`src/sv/assert_macros.svh`:
```
// Assertion macros used by the RTL top level.
`ifndef ASSERT_MACROS_SVH
`define ASSERT_MACROS_SVH
`ifndef SYNTHESIS
`define ASSERT_IMPLY(lbl, clk, rst, ante, cons) \
   lbl: assert property (@(posedge clk) disable iff (rst) (ante) |-> (cons)) \
      else $error("assertion failed");
`define ASSERT_NEXT(lbl, clk, rst, ante, cons) \
   lbl: assert property (@(posedge clk) disable iff (rst) (ante) |=> (cons)) \
      else $error("assertion failed");
`else
`define ASSERT_IMPLY(lbl, clk, rst, ante, cons)
`define ASSERT_NEXT(lbl, clk, rst, ante, cons)
`endif
`endif

```
`src/sv/pbm_ram.sv`:
```
// Generic single-port-write, single-port-read RAM with registered read data.
`default_nettype none
module pbm_ram #(
   parameter int WIDTH = 8,
   parameter int DEPTH = 16
) (
   input  wire logic                     clock,
   input  wire logic                     wr_en,
   input  wire logic [$clog2(DEPTH)-1:0] wr_addr,
   input  wire logic [WIDTH-1:0]         wr_data,
   input  wire logic                     rd_en,
   input  wire logic [$clog2(DEPTH)-1:0] rd_addr,
   output logic      [WIDTH-1:0]         rd_data
);

   logic [WIDTH-1:0] mem_ff [DEPTH];
   logic [WIDTH-1:0] rd_data_ff;

   always_ff @(posedge clock) begin
      if (wr_en) begin
         mem_ff[wr_addr] <= wr_data;
      end
      // hold read data between reads
      if (rd_en) begin
         rd_data_ff <= mem_ff[rd_addr];
      end
   end

   assign rd_data = rd_data_ff;

endmodule
`default_nettype wire
```
`config.mk`:
```
export PLATFORM = sky130hd
export DESIGN_NAME = pbm_ram
export DESIGN_NICKNAME = d
export VERILOG_FILES = /design/src/sv/assert_macros.svh /design/src/sv/pbm_ram.sv
export SDC_FILE = /design/constraint.sdc
export NUM_CORES = 1
export LEC_CHECK = 0
export ABC_AREA = 1
export BUFFER_PORTS_ARGS = -buffer_cell sky130_fd_sc_hd__buf_2
export CORE_ASPECT_RATIO = 0.6
export CORE_UTILIZATION = 35
export CTS_CLUSTER_DIAMETER = 200
export DETAILED_ROUTE_END_ITERATION = 8
export PLACE_DENSITY_LB_ADDON = 0.05
export SETUP_SLACK_MARGIN = 0.1
export SLEW_MARGIN = 10
export SYNTH_ARGS = -nofsm -noshare
export SYNTH_HDL_FRONTEND = slang
export SYNTH_SLANG_ARGS = --single-unit
```
`constraint.sdc`:
```
create_clock -name clock -period 3.1 [get_ports clock]
set_input_delay 0.31 -clock clock [delete_from_list [all_inputs] [get_ports clock]]
set_output_delay 0.31 -clock clock [all_outputs]
set_load 0.01 [all_outputs]
```
==> After elaboration in Yosys (flattened, before gate mapping) <==
Memory sizes are Yosys's and may differ from the RTL's. A register that Yosys moved wholly into a read port is not among the register bits.
Index checks and enable logic that the tools add are counted.
{ "word_totals": {"regBits": 0, "mem_count": 1, "output_inout_bits": 8, "ram_bits": 128} }
{ "op_classes": {"muxes": 2} }
{ "memory_table": {"columns": ["memory", "words", "word_bits", "rd", "rd_ports_with_merged_regs", "wr", "line_no", "rtl"], "rows": [
  ["mem_ff", 16, 8, 1, 1, 1, "pbm_ram.sv:16", "logic [WIDTH-1:0] mem_ff [DEPTH];"]
]} }
{ "op_table": {"columns": ["cell", "n"], "rows": [
  ["1-bit 2-to-1 mux", 2]
]} }

==> Logic depth before layout (Yosys ltp) <==
{ "logic_depth": {"word_depth": 2, "mapped_depth": 8, "mapped_depth_nobuf": 7} }

==> Least setup slack after synthesis <==
OpenSTA, ideal clock, no wires.
{ "synth_timing": {"path_type": "input to register", "start": "input wr_addr[2]", "end": "memory mem_ff[10][0], enable pin", "t_required_ns": 2.730, "arrival_ns": 0.891, "slack_ns": 1.839, "cell_stages": 2, "cell_sequence": "nand3b_1 > nor2_1"} }
{ "synth_rtl": {"columns": ["element", "line_no", "rtl"], "rows": [
  ["start: declaration", "pbm_ram.sv:9", "input wire logic [$clog2(DEPTH)-1:0] wr_addr,"],
  ["end: declaration", "pbm_ram.sv:16", null]
]} }
No word-level cell before the write port.

==> results.cfg <==
[cells_and_area]
areaGrowthSynthToFinish_pct = 15.6
drive_above_1_share = 0.0990
fin_cells = 814
antenna_cells = 0
fillCellCount = 1591
design_area_um2 = 6760
fin_nets = 593
mostFrequentLayoutCell = nand2_1
final_cell_mix = 173 x nand2_1, 136 x edfxtp_1, 100 x inv_1

[min_path]
holdPathStages = 1
hp-class = in2reg
min-delay-start = rd_en

[floorplan]
die_w_um = 169
initial_core_util = 0.360
die-area_um2 = 17200
fp.dieH_um = 102
rows = 36
design.portCount = 27
design.core.area_um2 = 16300

[route]
vias = 3779
met2_length_um = 6000
via_per_inst = 4.64
wirelength_um = 15300
drt_iter0_drc = 340
wl_per_cell_um = 18.8
antenna_left = 0
met3_length_um = 875
drc = 3
drt-pass1-iter-count = 9
routed.top_layer = met4
met1_length_um = 8220

[sta]
hold_viol = 0
hold_slack_ns = 0.280
period_needed_ns = 1.85
setup_tns_ns = 0
rsz0062_at_grt = false
fmax_mhz = 540
max_slew_margin = 0.296
skew_ns = 0.00957
tightestPinTransition_ns = 1.05
timing.final.max_slew_violations = 0
finalSetupViolations = 0
layout_worst_path_cycle_share = 0.597

[clock_network]
cts_buffer_depth = 2
clock-sinks = 136
path_clk_slew_ns = 0.06
cts_tree = done
cts-root-buf = clkbuf_16
cts_resized = 0
clkLatencyLatePin_ns = 0.42
hold_buffers = 0
cts_inserted_buffers = 17
post-cts-setup-buffer-count = 0
htreeDepth = 4

[grt]
antenna_found_initial = 0
grt_max_degree = 60
grt-ovfl-total = 0
grt_pass1_wl_um = 22900
grt_usage = 0.191
grt_pass1_vias = 3588

[placed_design]
dp_cells = 783
place_congestion = 0.786
hpwl_um = 9550
portBuffers = 26
postPlaceCellArea_um2 = 6120

[pwr]
p_sw_frac = 0.216
intPower_mw = 3.56
combPwrFrac = 0.056
pwr-share-seq = 0.460
ir_worst_vdd_uv = 345
p_per_area_nw_per_um2 = 671
switchingPower_uw = 979
leakage_nw = 2.84
clkPwrFrac = 0.484

[worst_setup_path]
crit_path_max_fanout = 33
cp_slowest_cell = buf_2
timing.critical_path.to_type = flop
max_stage_delay_ns = 0.58
required_ns = 3.26
startpoint_type = input port
r2r_cells = 6
cp_cell_sequence = buf_2, inv_2, nand3_1, nand3_1, nand3_1, nand2_1
critPathLaunch = rd_addr[1]
reg2reg_from = mem_ff[13][3]$_DFFE_PP_
crit_path_frequent_cell = nand3_1
arrival_ns = 2.01
crit_type = in2reg

[yosys]
synthDistinctLibCells = 11
synthSimpleGateAreaFrac = 0.208
synth-compound-area-share = 0
synth_warnings = 0
syn_nets = 570
synth-seq-cells = 136
muxShareOfSynthArea = 0
synth_xor_area_frac = 0
synth.cell_area_um2 = 5850
avgSynthCellArea_um2 = 10.6
synthAdderAreaFrac = 0
ys_seq_area_frac = 0.698
synthCells = 551
synth_top_family_by_area = simple AND/OR/NAND/NOR gates

[outcome]
violations = DRC
status = finished with violations

[flow_run]
maxCapViolCount = 0
## cells in the mapped netlist
library cell | instances | area [um^2]
inv_1 | 100 | 375
nand3b_1 | 2 | 15.0
inv_2 | 2 | 7.51
nor2_1 | 17 | 63.8
nand2_1 | 173 | 649
buf_4 | 4 | 30.0
buf_1 | 1 | 3.75
buf_6 | 6 | 67.6
nand3_1 | 97 | 485
edfxtp_1 | 136 | 4080
buf_2 | 13 | 65.1
## worst max-delay path: cells and delay by family
family | cells | cell delay (ns)
simple gates | 4 | 0.60
buf+inv | 2 | 1.07
## routing by layer
| metal | up-vias | GRT usage |
|---|---|---|
| met5 | - | 0 |
| met4 | 0 | 0.0615 |
| met3 | 12 | 0.0430 |
| met2 | 116 | 0.260 |
| met1 | 1825 | 0.295 |
| li1 | 1826 | - |
## flip-flops by register name, indices dropped and copies added (netlist names)
name and count:
rd_data 8, mem_ff 128
## power groups by stage
stage	Clock [mW]	Combinational, mW	Sequential (mW)
after floorplan	0	0.145	2.12
after global placement	0	0.255	2.12
after detailed placement	0	0.255	2.13
after CTS	2.22	0.256	2.09
after global routing	2.30	0.283	2.09
final	2.20	0.253	2.09
## logic make-up (layout without fill, tap and decap cells)
kind of cell  Yosys count  count (layout)
buf+inv               126             161
simple gates          289             289
flops                 136             136
## area by class of cell
class                      instances  area, um^2  share of cell area
inverter                         102         383              0.0567
multi-input combinational        289        1210               0.180
clock inverter                    13         204              0.0302
tap                              228         285              0.0422
sequential                       136        4080               0.604
clock buffer                      18         429              0.0635
timing repair buffer              28         158              0.0233
## path summary, 6_finish.rpt
| kind | endpoint | slack, ns |
|---|---|---|
| worst min-delay path | rd_data[6]$_DFFE_PP_ | 0.28 |
| worst max-delay path | rd_data[3]$_DFFE_PP_ | 1.25 |
| worst max register to register | rd_data[3]$_DFFE_PP_ | 1.89 |
| worst min register to register | rd_data[4]$_DFFE_PP_ | 0.73 |
## through the flow
| step | power [mW] | setup slack [ns] | utilization |
|---|---|---|---|
| floorplan | 2.27 | 1.84 | - |
| global route | 4.67 | 1.17 | 0.416 |
| detailed placement | 2.38 | 0.805 | 0.377 |
| global placement | 2.38 | 0.904 | 0.377 |
| CTS | 4.56 | 1.23 | 0.416 |
| finish | 4.54 | 1.25 | 0.416 |
Power figures use the tool's default switching activity.
